[src/rtl/core/ltt_pkg.sv]
// Shared constants, codes and control types for the long interval tick timer.
package ltt_pkg;

  localparam int COUNTER_BITS_DEF = 24;

  localparam int CMD_W      = 3;
  localparam int TIME_W     = 32;
  localparam int COUNT_W    = 24;
  localparam int CLOCK_W    = 27;
  localparam int CFG_IDX_W  = 2;
  localparam int CFG_DATA_W = 27;

  localparam int DIV_W      = 32;
  localparam int DIV_CNT_W  = 5;
  localparam int P_W        = 18;

  localparam int MS_PER_S       = 1000;
  localparam int PRESCALE_SHIFT = 3;

  // ceil(2^37 / 1000): multiply and shift gives floor(x / 1000) exactly for any 27-bit x
  localparam int RECIP_W      = 28;
  localparam int RECIP_SHIFT  = 37;
  localparam int RECIP_PROD_W = CLOCK_W + RECIP_W;
  localparam logic [RECIP_W-1:0] MS_RECIP =
    RECIP_W'(((64'd1 << RECIP_SHIFT) + 64'(MS_PER_S) - 64'd1) / 64'(MS_PER_S));

  localparam logic [CLOCK_W-1:0] CLOCK_HZ_RST = CLOCK_W'(16000000);

  typedef enum logic [CMD_W-1:0] {
    OP_TICK  = 3'd0,
    OP_START = 3'd1,
    OP_STOP  = 3'd2,
    OP_WRITE = 3'd3,
    OP_POLL  = 3'd4
  } ltt_op_t;

  typedef enum logic [CFG_IDX_W-1:0] {
    REG_CLOCK_HZ  = 2'd0,
    REG_CLOCK_SEL = 2'd1,
    REG_IRQ_EN    = 2'd2
  } ltt_reg_t;

  typedef enum logic [2:0] {
    ST_IDLE,
    ST_RATE,
    ST_DIV_M,
    ST_DIV_Q,
    ST_MUL_FULL,
    ST_MUL_FIRST,
    ST_APPLY
  } ltt_state_t;

  typedef struct packed {
    logic simple;
    logic start_p;
    logic start_m;
    logic latch_m;
    logic start_q;
    logic latch_q;
    logic mul_full;
    logic mul_first;
    logic apply_plan;
    logic apply_halt;
  } ltt_ctl_t;

  typedef struct packed {
    logic out_free;
    logic div_done;
    logic quot_zero;
    logic p_zero;
    logic t_zero;
    logic t_le_m;
  } ltt_sts_t;

endpackage

[src/rtl/core/ltt_if.sv]
// Request, result and configuration channel interfaces.
interface ltt_in_if;
  logic                        valid;
  logic                        ready;
  logic [ltt_pkg::CMD_W-1:0]   cmd;
  logic [ltt_pkg::TIME_W-1:0]  time_ms;
  logic [ltt_pkg::COUNT_W-1:0] count_value;

  modport source (output valid, cmd, time_ms, count_value, input ready);
  modport sink   (input valid, cmd, time_ms, count_value, output ready);
endinterface

interface ltt_out_if;
  logic                        valid;
  logic                        ready;
  logic [ltt_pkg::COUNT_W-1:0] current_count;
  logic                        running;
  logic                        wrap_seen;
  logic                        period_done;
  logic                        status;

  modport source (output valid, current_count, running, wrap_seen, period_done, status,
                  input ready);
  modport sink   (input valid, current_count, running, wrap_seen, period_done, status,
                  output ready);
endinterface

interface ltt_cfg_if;
  logic                           valid;
  logic                           ready;
  logic [ltt_pkg::CFG_IDX_W-1:0]  index;
  logic [ltt_pkg::CFG_DATA_W-1:0] data;

  modport source (output valid, index, data, input ready);
  modport sink   (input valid, index, data, output ready);
endinterface

[src/rtl/core/long_interval_tick_timer.sv]
// Long interval tick timer top level.
// Down-counting tick timer that times periods of any 32-bit number of milliseconds by
// chaining counter segments. Tick, stop, write count, poll and spare requests are handled
// directly and may follow back to back; every request returns one result through a
// registered output, and a new request is taken only while that register is empty or
// being read in the same cycle. A start request works out the ticks per ms with a
// reciprocal multiply, then runs the segment limit and, for a long period, the segment
// count and remainder on a bit-serial divider, then two multiplies before the plan is
// applied; it resolves to a stop instead on a zero period or rate, or when the
// segment limit comes out zero. Configuration writes are always taken and belong
// between requests, while no start is in progress.
module long_interval_tick_timer #(
  parameter int COUNTER_BITS = ltt_pkg::COUNTER_BITS_DEF
) (
  input logic clk,
  input logic rst_n,
  ltt_in_if.sink    in_req,
  ltt_out_if.source out_res,
  ltt_cfg_if.sink   cfg_wr
);

  ltt_pkg::ltt_ctl_t ctl;
  ltt_pkg::ltt_sts_t sts;
  logic              in_ready;

  assign in_req.ready = in_ready;
  assign cfg_wr.ready = 1'b1;

  ltt_ctrl u_ctrl (
    .clk      (clk),
    .rst_n    (rst_n),
    .in_valid (in_req.valid),
    .in_cmd   (in_req.cmd),
    .sts      (sts),
    .in_ready (in_ready),
    .ctl      (ctl)
  );

  ltt_dp #(
    .COUNTER_BITS (COUNTER_BITS)
  ) u_dp (
    .clk               (clk),
    .rst_n             (rst_n),
    .ctl               (ctl),
    .sts               (sts),
    .in_cmd            (in_req.cmd),
    .in_time_ms        (in_req.time_ms),
    .in_count_value    (in_req.count_value),
    .cfg_we            (cfg_wr.valid),
    .cfg_idx           (cfg_wr.index),
    .cfg_data          (cfg_wr.data),
    .out_ready         (out_res.ready),
    .out_valid         (out_res.valid),
    .out_current_count (out_res.current_count),
    .out_running       (out_res.running),
    .out_wrap_seen     (out_res.wrap_seen),
    .out_period_done   (out_res.period_done),
    .out_status        (out_res.status)
  );

endmodule

[src/rtl/core/ltt_div.sv]
// Restoring divider, one quotient bit per cycle.
module ltt_div (
  input  logic                      clk,
  input  logic                      rst_n,
  input  logic                      start,
  input  logic [ltt_pkg::DIV_W-1:0] dividend,
  input  logic [ltt_pkg::DIV_W-1:0] divisor,
  output logic                      done,
  output logic [ltt_pkg::DIV_W-1:0] quot,
  output logic [ltt_pkg::DIV_W-1:0] rem
);

  localparam int W = ltt_pkg::DIV_W;

  logic                          busy_r;
  logic                          done_r;
  logic [ltt_pkg::DIV_CNT_W-1:0] cnt_r;
  logic [W-1:0]                  rem_r;
  logic [W-1:0]                  quot_r;
  logic [W-1:0]                  dvs_r;

  logic [W:0]   shifted;
  logic [W:0]   diff;
  logic         ge;
  logic [W-1:0] rem_nxt;

  always_comb begin
    shifted = {rem_r, quot_r[W-1]};
    diff    = shifted - {1'b0, dvs_r};
    ge      = shifted >= {1'b0, dvs_r};
    rem_nxt = ge ? diff[W-1:0] : shifted[W-1:0];
  end

  always_ff @(posedge clk) begin
    if (!rst_n) begin
      busy_r <= 1'b0;
      done_r <= 1'b0;
      cnt_r  <= '0;
    end else begin
      done_r <= 1'b0;
      if (start) begin
        busy_r <= 1'b1;
        cnt_r  <= '0;
      end else if (busy_r) begin
        cnt_r <= cnt_r + 1'b1;
        if (cnt_r == ltt_pkg::DIV_CNT_W'(W - 1)) begin
          busy_r <= 1'b0;
          done_r <= 1'b1;
        end
      end
    end
  end

  always_ff @(posedge clk) begin
    if (start) begin
      rem_r  <= '0;
      quot_r <= dividend;
      dvs_r  <= divisor;
    end else if (busy_r) begin
      rem_r  <= rem_nxt;
      quot_r <= {quot_r[W-2:0], ge};
    end
  end

  assign done = done_r;
  assign quot = quot_r;
  assign rem  = rem_r;

endmodule

[src/rtl/core/ltt_ctrl.sv]
// Request sequencer: directly handled commands and the multi-step start setup.
module ltt_ctrl (
  input  logic                      clk,
  input  logic                      rst_n,
  input  logic                      in_valid,
  input  logic [ltt_pkg::CMD_W-1:0] in_cmd,
  input  ltt_pkg::ltt_sts_t         sts,
  output logic                      in_ready,
  output ltt_pkg::ltt_ctl_t         ctl
);

  ltt_pkg::ltt_state_t state_r;
  ltt_pkg::ltt_state_t state_nxt;

  logic accept;
  logic is_start;

  assign in_ready = (state_r == ltt_pkg::ST_IDLE) && sts.out_free;
  assign accept   = in_ready && in_valid;
  assign is_start = in_cmd == ltt_pkg::OP_START;

  always_comb begin
    state_nxt = state_r;
    case (state_r)
      ltt_pkg::ST_IDLE: begin
        if (accept && is_start) state_nxt = ltt_pkg::ST_RATE;
      end
      ltt_pkg::ST_RATE: begin
        state_nxt = (sts.t_zero || sts.p_zero) ? ltt_pkg::ST_IDLE : ltt_pkg::ST_DIV_M;
      end
      ltt_pkg::ST_DIV_M: begin
        if (sts.div_done) begin
          if (sts.quot_zero)   state_nxt = ltt_pkg::ST_IDLE;
          else if (sts.t_le_m) state_nxt = ltt_pkg::ST_MUL_FULL;
          else                 state_nxt = ltt_pkg::ST_DIV_Q;
        end
      end
      ltt_pkg::ST_DIV_Q: begin
        if (sts.div_done) state_nxt = ltt_pkg::ST_MUL_FULL;
      end
      ltt_pkg::ST_MUL_FULL:  state_nxt = ltt_pkg::ST_MUL_FIRST;
      ltt_pkg::ST_MUL_FIRST: state_nxt = ltt_pkg::ST_APPLY;
      ltt_pkg::ST_APPLY:     state_nxt = ltt_pkg::ST_IDLE;
      default:               state_nxt = ltt_pkg::ST_IDLE;
    endcase
  end

  always_comb begin
    ctl = '0;
    case (state_r)
      ltt_pkg::ST_IDLE: begin
        ctl.simple  = accept && !is_start;
        ctl.start_p = accept && is_start;
      end
      ltt_pkg::ST_RATE: begin
        ctl.apply_halt = sts.t_zero || sts.p_zero;
        ctl.start_m    = !(sts.t_zero || sts.p_zero);
      end
      ltt_pkg::ST_DIV_M: begin
        if (sts.div_done) begin
          ctl.apply_halt = sts.quot_zero;
          ctl.latch_m    = !sts.quot_zero;
          ctl.start_q    = !sts.quot_zero && !sts.t_le_m;
        end
      end
      ltt_pkg::ST_DIV_Q: begin
        ctl.latch_q = sts.div_done;
      end
      ltt_pkg::ST_MUL_FULL:  ctl.mul_full   = 1'b1;
      ltt_pkg::ST_MUL_FIRST: ctl.mul_first  = 1'b1;
      ltt_pkg::ST_APPLY:     ctl.apply_plan = 1'b1;
      default:               ctl = '0;
    endcase
  end

  always_ff @(posedge clk) begin
    if (!rst_n) begin
      state_r <= ltt_pkg::ST_IDLE;
    end else begin
      state_r <= state_nxt;
    end
  end

endmodule

[src/rtl/core/ltt_dp.sv]
// Timer datapath: counter, segment plan, setup arithmetic, config and result register.
module ltt_dp #(
  parameter int COUNTER_BITS = ltt_pkg::COUNTER_BITS_DEF
) (
  input  logic                           clk,
  input  logic                           rst_n,
  input  ltt_pkg::ltt_ctl_t              ctl,
  output ltt_pkg::ltt_sts_t              sts,
  input  logic [ltt_pkg::CMD_W-1:0]      in_cmd,
  input  logic [ltt_pkg::TIME_W-1:0]     in_time_ms,
  input  logic [ltt_pkg::COUNT_W-1:0]    in_count_value,
  input  logic                           cfg_we,
  input  logic [ltt_pkg::CFG_IDX_W-1:0]  cfg_idx,
  input  logic [ltt_pkg::CFG_DATA_W-1:0] cfg_data,
  input  logic                           out_ready,
  output logic                           out_valid,
  output logic [ltt_pkg::COUNT_W-1:0]    out_current_count,
  output logic                           out_running,
  output logic                           out_wrap_seen,
  output logic                           out_period_done,
  output logic                           out_status
);

  localparam int CW = COUNTER_BITS;
  localparam int DW = ltt_pkg::DIV_W;
  localparam int PW = ltt_pkg::P_W;
  localparam logic [CW-1:0] CNT_MAX  = '1;
  localparam logic [DW:0]   CMAX_EXT = (DW + 1)'(CNT_MAX);

  // configuration
  logic [ltt_pkg::CLOCK_W-1:0] clock_hz_r;
  logic                        clock_sel_r;
  logic                        irq_en_r;

  // timer state
  logic [CW-1:0] down_r, down_nxt;
  logic          en_r, en_nxt;
  logic          long_r, long_nxt;
  logic [DW-1:0] left_r, left_nxt;
  logic [DW-1:0] total_r, total_nxt;
  logic [CW-1:0] first_r;
  logic [CW-1:0] full_r, full_nxt;
  logic          wrap_r, wrap_nxt;

  // setup working registers
  logic [DW-1:0] t_r;
  logic [PW-1:0] p_r;
  logic [CW-1:0] m_r;
  logic [DW-1:0] q_r;
  logic [CW-1:0] rem_seg_r;
  logic          plan_long_r;

  // result register
  logic                        out_valid_r;
  logic [ltt_pkg::COUNT_W-1:0] count_out_r;
  logic                        running_r;
  logic                        seen_r;
  logic                        done_out_r;
  logic                        bad_r;

  logic                        seen_c;
  logic                        done_c;
  logic                        bad_c;
  logic                        out_load;

  logic                        div_start;
  logic [DW-1:0]               div_dividend;
  logic [DW-1:0]               div_divisor;
  logic                        div_done;
  logic [DW-1:0]               div_quot;
  logic [DW-1:0]               div_rem;

  logic [ltt_pkg::CLOCK_W-1:0]      src_hz;
  logic [ltt_pkg::RECIP_PROD_W-1:0] p_prod;
  logic [PW-1:0]                    p_calc;

  logic [DW-1:0]               mul_a;
  logic [DW+PW-1:0]            prod;

  ltt_div u_div (
    .clk      (clk),
    .rst_n    (rst_n),
    .start    (div_start),
    .dividend (div_dividend),
    .divisor  (div_divisor),
    .done     (div_done),
    .quot     (div_quot),
    .rem      (div_rem)
  );

  // ticks per ms by reciprocal multiply
  always_comb begin
    src_hz = clock_sel_r ? clock_hz_r : (clock_hz_r >> ltt_pkg::PRESCALE_SHIFT);
    p_prod = ltt_pkg::RECIP_PROD_W'(src_hz) * ltt_pkg::RECIP_PROD_W'(ltt_pkg::MS_RECIP);
    p_calc = p_prod[ltt_pkg::RECIP_SHIFT +: PW];
  end

  always_comb begin
    div_start    = ctl.start_m || ctl.start_q;
    div_dividend = DW'(CNT_MAX);
    div_divisor  = DW'(p_r);
    if (ctl.start_q) begin
      div_dividend = t_r;
      div_divisor  = div_quot;
    end
  end

  always_comb begin
    if (ctl.mul_full)          mul_a = DW'(m_r);
    else if (!plan_long_r)     mul_a = t_r;
    else if (rem_seg_r != '0)  mul_a = DW'(rem_seg_r);
    else                       mul_a = DW'(m_r);
    prod = {{PW{1'b0}}, mul_a} * {{DW{1'b0}}, p_r};
  end

  assign sts.out_free  = !out_valid_r || out_ready;
  assign sts.div_done  = div_done;
  assign sts.quot_zero = div_quot == '0;
  assign sts.p_zero    = p_r == '0;
  assign sts.t_zero    = t_r == '0;
  assign sts.t_le_m    = t_r <= div_quot;

  always_comb begin
    down_nxt  = down_r;
    en_nxt    = en_r;
    long_nxt  = long_r;
    left_nxt  = left_r;
    total_nxt = total_r;
    full_nxt  = full_r;
    wrap_nxt  = wrap_r;
    done_c    = 1'b0;
    bad_c     = 1'b0;
    if (ctl.simple) begin
      case (ltt_pkg::ltt_op_t'(in_cmd))
        ltt_pkg::OP_TICK: begin
          if (en_r) begin
            if (down_r > CW'(1)) begin
              down_nxt = down_r - 1'b1;
            end else begin
              wrap_nxt = 1'b1;
              if (long_r && left_r != '0) begin
                left_nxt = left_r - 1'b1;
                down_nxt = full_r;
              end else begin
                left_nxt = total_r;
                down_nxt = first_r;
                done_c   = irq_en_r;
              end
            end
          end
        end
        ltt_pkg::OP_STOP: begin
          en_nxt   = 1'b0;
          down_nxt = '0;
          wrap_nxt = 1'b0;
        end
        ltt_pkg::OP_WRITE: begin
          if ((DW + 1)'(in_count_value) > CMAX_EXT) bad_c = 1'b1;
          else down_nxt = CW'(in_count_value);
          wrap_nxt = 1'b0;
        end
        default: begin
        end
      endcase
    end else if (ctl.apply_halt) begin
      en_nxt   = 1'b0;
      down_nxt = '0;
      wrap_nxt = 1'b0;
    end else if (ctl.apply_plan) begin
      long_nxt = plan_long_r;
      if (!plan_long_r)            total_nxt = '0;
      else if (rem_seg_r != '0)    total_nxt = q_r;
      else                         total_nxt = q_r - 1'b1;
      left_nxt = total_nxt;
      if (!plan_long_r) full_nxt = first_r;
      down_nxt = first_r;
      en_nxt   = 1'b1;
      wrap_nxt = 1'b0;
    end
    seen_c = wrap_nxt;
    if (ctl.simple && in_cmd == ltt_pkg::OP_POLL) wrap_nxt = 1'b0;
    out_load = ctl.simple || ctl.apply_halt || ctl.apply_plan;
  end

  always_ff @(posedge clk) begin
    if (!rst_n) begin
      clock_hz_r  <= ltt_pkg::CLOCK_HZ_RST;
      clock_sel_r <= 1'b0;
      irq_en_r    <= 1'b0;
      down_r      <= '0;
      en_r        <= 1'b0;
      long_r      <= 1'b0;
      left_r      <= '0;
      total_r     <= '0;
      first_r     <= '0;
      full_r      <= '0;
      wrap_r      <= 1'b0;
      out_valid_r <= 1'b0;
    end else begin
      if (cfg_we) begin
        case (ltt_pkg::ltt_reg_t'(cfg_idx))
          ltt_pkg::REG_CLOCK_HZ:  clock_hz_r  <= cfg_data;
          ltt_pkg::REG_CLOCK_SEL: clock_sel_r <= cfg_data[0];
          ltt_pkg::REG_IRQ_EN:    irq_en_r    <= cfg_data[0];
          default: begin
          end
        endcase
      end
      down_r  <= down_nxt;
      en_r    <= en_nxt;
      long_r  <= long_nxt;
      left_r  <= left_nxt;
      total_r <= total_nxt;
      wrap_r  <= wrap_nxt;
      if (ctl.mul_full)  full_r  <= prod[CW-1:0];
      else               full_r  <= full_nxt;
      if (ctl.mul_first) first_r <= prod[CW-1:0];
      if (out_load)       out_valid_r <= 1'b1;
      else if (out_ready) out_valid_r <= 1'b0;
    end
  end

  always_ff @(posedge clk) begin
    if (ctl.start_p) begin
      t_r <= in_time_ms;
      p_r <= p_calc;
    end
    if (ctl.latch_m) begin
      m_r         <= div_quot[CW-1:0];
      plan_long_r <= !sts.t_le_m;
    end
    if (ctl.latch_q) begin
      q_r       <= div_quot;
      rem_seg_r <= div_rem[CW-1:0];
    end
    if (out_load) begin
      count_out_r <= ltt_pkg::COUNT_W'(down_nxt);
      running_r   <= en_nxt;
      seen_r      <= seen_c;
      done_out_r  <= done_c;
      bad_r       <= bad_c;
    end
  end

  assign out_valid         = out_valid_r;
  assign out_current_count = count_out_r;
  assign out_running       = running_r;
  assign out_wrap_seen     = seen_r;
  assign out_period_done   = done_out_r;
  assign out_status        = bad_r;

endmodule

[src/flat_wrapper.sv]
// flat-port wrapper written by rule: the top's interface ports become plain ports
module long_interval_tick_timer_flat 
#(
  parameter int COUNTER_BITS = ltt_pkg::COUNTER_BITS_DEF
)
  (clk, rst_n, in_req_valid, in_req_cmd, in_req_time_ms, in_req_count_value, in_req_ready, out_res_valid, out_res_current_count, out_res_running, out_res_wrap_seen, out_res_period_done, out_res_status, out_res_ready, cfg_wr_valid, cfg_wr_index, cfg_wr_data, cfg_wr_ready);
  ltt_in_if in_req_i ();
  ltt_out_if out_res_i ();
  ltt_cfg_if cfg_wr_i ();
  input logic clk;
  input logic rst_n;
  input wire logic [$bits(in_req_i.valid)-1:0] in_req_valid;
  input wire logic [$bits(in_req_i.cmd)-1:0] in_req_cmd;
  input wire logic [$bits(in_req_i.time_ms)-1:0] in_req_time_ms;
  input wire logic [$bits(in_req_i.count_value)-1:0] in_req_count_value;
  output wire logic [$bits(in_req_i.ready)-1:0] in_req_ready;
  output wire logic [$bits(out_res_i.valid)-1:0] out_res_valid;
  output wire logic [$bits(out_res_i.current_count)-1:0] out_res_current_count;
  output wire logic [$bits(out_res_i.running)-1:0] out_res_running;
  output wire logic [$bits(out_res_i.wrap_seen)-1:0] out_res_wrap_seen;
  output wire logic [$bits(out_res_i.period_done)-1:0] out_res_period_done;
  output wire logic [$bits(out_res_i.status)-1:0] out_res_status;
  input wire logic [$bits(out_res_i.ready)-1:0] out_res_ready;
  input wire logic [$bits(cfg_wr_i.valid)-1:0] cfg_wr_valid;
  input wire logic [$bits(cfg_wr_i.index)-1:0] cfg_wr_index;
  input wire logic [$bits(cfg_wr_i.data)-1:0] cfg_wr_data;
  output wire logic [$bits(cfg_wr_i.ready)-1:0] cfg_wr_ready;
  assign in_req_i.valid = in_req_valid;
  assign in_req_i.cmd = in_req_cmd;
  assign in_req_i.time_ms = in_req_time_ms;
  assign in_req_i.count_value = in_req_count_value;
  assign in_req_ready = in_req_i.ready;
  assign out_res_valid = out_res_i.valid;
  assign out_res_current_count = out_res_i.current_count;
  assign out_res_running = out_res_i.running;
  assign out_res_wrap_seen = out_res_i.wrap_seen;
  assign out_res_period_done = out_res_i.period_done;
  assign out_res_status = out_res_i.status;
  assign out_res_i.ready = out_res_ready;
  assign cfg_wr_i.valid = cfg_wr_valid;
  assign cfg_wr_i.index = cfg_wr_index;
  assign cfg_wr_i.data = cfg_wr_data;
  assign cfg_wr_ready = cfg_wr_i.ready;
  long_interval_tick_timer #(.COUNTER_BITS(COUNTER_BITS)) u_core (.clk(clk), .rst_n(rst_n), .in_req(in_req_i), .out_res(out_res_i), .cfg_wr(cfg_wr_i));
endmodule
[config.mk]
export PLATFORM = sky130hd
export DESIGN_NAME = long_interval_tick_timer_flat
export DESIGN_NICKNAME = d
export VERILOG_FILES = /design/src/rtl/core/ltt_pkg.sv /design/src/rtl/core/ltt_if.sv /design/src/rtl/core/long_interval_tick_timer.sv /design/src/rtl/core/ltt_div.sv /design/src/rtl/core/ltt_ctrl.sv /design/src/rtl/core/ltt_dp.sv /design/src/flat_wrapper.sv
export SDC_FILE = /design/constraint.sdc
export NUM_CORES = 2
export LEC_CHECK = 0
export BUFFER_PORTS_ARGS = -buffer_cell sky130_fd_sc_hd__buf_2
export CAP_MARGIN = 10
export CORE_MARGIN = 2
export CORE_UTILIZATION = 60
export CTS_CLUSTER_DIAMETER = 200
export DETAILED_ROUTE_END_ITERATION = 8
export PLACE_DENSITY = 0.84
export SYNTH_ARGS = -nofsm -noshare
export SYNTH_HDL_FRONTEND = slang
export SYNTH_HIERARCHICAL = 1
export SYNTH_SLANG_ARGS = --single-unit
[constraint.sdc]
create_clock -name clk -period 12.51 [get_ports clk]
set_input_delay 1.8765 -clock clk [delete_from_list [all_inputs] [get_ports clk]]
set_output_delay 1.8765 -clock clk [all_outputs]
set_load 0.01 [all_outputs]
==> flow_summary.yaml <==
place:
  detailed_placement_hpwl_um: 85000
  placement.io_buffers: 121
  finalWeightedCongestion: 0.994
worst_setup_path:
  setup_slack_of_the_most_critical_reg_to_reg_path_ns: 4.24
  slowest_delay_ns: 0.56
  timing.critical_path.fanout_max: 30
  timing.critical_path.max_delay_family: "adder cells"
  end_kind: "flop"
  timing_worst_setup_path_type: "flop to flop"
  critical_path_required_ns: 13.01
  startpoint_type: "flop"
  cp_bufs_invs: 6
  worstPathArrival_ns: 8.77
  cp_common_cell: "sky130_fd_sc_hd__fa_1"
  worst_path_max_delay_cell: "sky130_fd_sc_hd__fa_1"
yosys:
  yosysSeqAreaShare: 0.257
  synthesis.area_per_instance_um2: 9.49
  ys_ff_latch: 433
  synthCells: 4474
  postSynth.asyncResetShare: 0
  synth_nets: 5415
  synth_enable_flop_cells: 222
  syn-cell-area_mm2: 0.0425
  synthFlopType: "sky130_fd_sc_hd__edfxtp_1"
  ys_warn_count: 6
  post_synth_num_cell_types: 113
clocking:
  post_cts_buffers: 0
  cts_tree: "done"
  tritoncts_num_sinks: 433
  clkLatencyLatePin_ns: 0.62
  clk_root_buffer_cell: "sky130_fd_sc_hd__clkbuf_16"
  numCtsBuffers: 46
  cts_max_path_buffers: 3
  count_of_hold_fix_buffers_inserted_at_cts: 0
  post_cts.resized_instances: 0
  ctsHtreeMaxLevel: 2
  worst_setup_hold_path_clk_slew_ns: 0.06
worst_hold_path:
  kind_of_path_behind_the_tightest_hold_check: "flop to flop"
global_routing:
  grt_first_pass_wirelength_um: 180000
  grt_pass1_vias: 33700
  antenna_found_initial: 1
  global_route.usage.total: 0.308
  pin_count_of_the_biggest_net_entering_global_routing: 91
  grt-ovfl-total: 0
route:
  drt.antenna.violating_nets: 0
  firstDrtPassIters: 8
  drtIter0Drc: 3340
  routed_via_density: 6.06
  vias: 33100
  totalWireLength_um: 112000
  route.detailed.wl_per_inst_um: 20.5
  drc_errors: 0
floorplanning:
  die-width_um: 270
  io_pins: 124
  area_enclosed_by_the_die_boundary_mm2: 0.0729
  initial_core_util: 0.606
  site_row_count: 97
  core_mm2: 0.0700
  chip_height_um: 270
status:
  run_status: "finished clean"
timing:
  finalMaxSlewViolations: 0
  finalWorstPathRequiredPeriod_ns: 8.27
  finalHoldWorstSlack_ns: 0.453
  final_setup_violation_count: 0
  grt_setup_unrepaired: "false"
  slew_headroom: 0.232
  fraction_of_the_cycle_the_final_worst_path_needs: 0.661
  tns_ns: 0
  fmax_mhz: 121
  finalClockSkew_ns: 0.0397
  tightest_slew_ns: 1.15
  timing.final.hold_violations: 0
flow_run:
  timing.max_cap.violations: 0
layout:
  nNetsFinal: 5422
  nFillCells: 5359
  area_growth_pct: 6.74
  num_antenna_cells: 0
  layout-drive-gt1-share: 0.0923
power_and_ir_drop:
  power_per_cell_area_mw_per_mm2: 174
  total_leakage_power_nw: 20.5
  report.power.total_mw: 7.90
  vdd_ir_drop_max_mv: 0.280
where the power goes:
group / total, mW / switching (mW) / internal [mW]
Sequential: 1.74 / 0.130 / 1.61
Combinational: 4.70 / 2.76 / 1.94
Clock: 1.46 / 0.625 / 0.837
placed cells by master (no fill, tap or decap), types with 60 or more instances in the layout:
master and count:
sky130_fd_sc_hd__nor3_1 62, sky130_fd_sc_hd__edfxtp_1 222, sky130_fd_sc_hd__xnor2_1 92, sky130_fd_sc_hd__mux2_2 75, sky130_fd_sc_hd__dfxtp_1 210, sky130_fd_sc_hd__and2_1 156, sky130_fd_sc_hd__inv_1 734, sky130_fd_sc_hd__buf_2 121
sky130_fd_sc_hd__mux2i_1 60, sky130_fd_sc_hd__nand2_1 411, sky130_fd_sc_hd__o21ai_0 126, sky130_fd_sc_hd__nand3_1 68, sky130_fd_sc_hd__a21oi_1 177, sky130_fd_sc_hd__nor2_1 231, sky130_fd_sc_hd__ha_1 417, sky130_fd_sc_hd__fa_1 431
final timing paths:
check,end,depth (start not counted),from
worst max-delay path,u_core/u_dp/full_r[23],28,u_core/u_ctrl/state_r[2]
worst min-delay path,u_core/u_dp/total_r[22],2,u_core/u_dp/total_r[22]
worst max register to register,u_core/u_dp/full_r[23],28,u_core/u_ctrl/state_r[2]
worst min register to register,u_core/u_dp/total_r[22],2,u_core/u_dp/total_r[22]
tightest hold or removal path, cell delays in order (launching register included):
cell,delay [ns]
sky130_fd_sc_hd__dfxtp_1,0.30
sky130_fd_sc_hd__nand2_1,0.05
sky130_fd_sc_hd__a21oi_1,0.05
layout make-up:
cell class	instances	area (um^2)	share of cell area
clock buffer	58	1270	0.0280
clock inverter	27	358	0.00790
inverter	735	2760	0.0609
multi-input combinational	3101	27900	0.616
sequential	433	10900	0.240
tap	940	1180	0.0260
timing repair buffer	164	928	0.0205
metal layers:
metal  part of all wire  track usage  vias to the layer above
li1                   -            -                    15000
met1               0.39        0.397                    16000
met2               0.48        0.518                     1701
met3              0.083       0.0472                      355
met4              0.046        0.132                        0
met5                  0            0                        -
registers in the layout (all words and copies together) (netlist names), 3 cells and up:
signal                         cells
u_core/u_dp/total_r               32
u_core/u_dp/left_r                32
u_core/u_dp/m_r                   24
u_core/u_dp/u_div/cnt_r            5
u_core/u_dp/out_current_count     24
u_core/u_dp/u_div/dvs_r           32
u_core/u_dp/down_r                24
u_core/u_dp/u_div/quot            32
u_core/u_dp/first_r               24
u_core/u_dp/t_r                   32
u_core/u_dp/u_div/rem             32
u_core/u_dp/q_r                   32
u_core/u_dp/clock_hz_r            27
u_core/u_ctrl/state_r              3
u_core/u_dp/p_r                   18
u_core/u_dp/full_r                24
u_core/u_dp/rem_seg_r             24
per-stage QoR:
step / instances / util / setup slack (ns) / area (um^2)
floorplan: 4474 / - / 5.11 / 42500
global placement: 5373 / 0.624 / 4.56 / 43700
detailed placement: 5373 / 0.624 / 4.35 / 43700
CTS: 5458 / 0.647 / 4.31 / 45300
global route: 5458 / 0.647 / 3.80 / 45300
finish: 5458 / 0.647 / 4.24 / 45300
synthesized netlist by cell type, drive strengths merged, types with 7 or more instances:
master    n  share of area
inv     735          0.065
fa      431           0.20
nand2   421          0.038
ha      417           0.12
nor2    238          0.021
edfxtp  222           0.16
dfxtp   211           0.10
a21oi   181          0.022
and2    158          0.023
o21ai   149          0.018
clkbuf  140          0.012
xnor2    94          0.020
mux2     75          0.020
nand3    68         0.0080
nor3     67         0.0085
buf      65          0.010
nor2b    61         0.0090
o211ai   61          0.011
mux2i    60          0.014
a21o     53         0.0094
nand2b   48         0.0071
a311oi   47          0.011
nor4     40         0.0065
xor2     39         0.0080
or3      35         0.0053
nand4    31         0.0049
a211oi   29         0.0054
and3     28         0.0042
o21a     24         0.0042
a22oi    19         0.0034
o22ai    18         0.0027
a221oi   16         0.0040
a31oi    16         0.0024
o21bai   14         0.0025
o31ai    14         0.0035
or4      12         0.0023
a22o      9         0.0019
or2       8         0.0012
a21boi    7         0.0013
and3b     7         0.0014
nand3b    7         0.0012
o211a     7         0.0017
logic make-up after synthesis:
kind of cell             after synthesis  share of synthesized area
buffers and inverters                940                     0.0874
other                                  2                   0.000177
XOR/XNOR                             137                     0.0299
adder cells (fa/ha/maj)              848                      0.326
AO/OA/AOI/OAI                        727                      0.118
multiplexers                         135                     0.0340
flip-flops                           433                      0.257
AND/OR/NAND/NOR                     1252                      0.148
(Power assumes the default switching activity.)
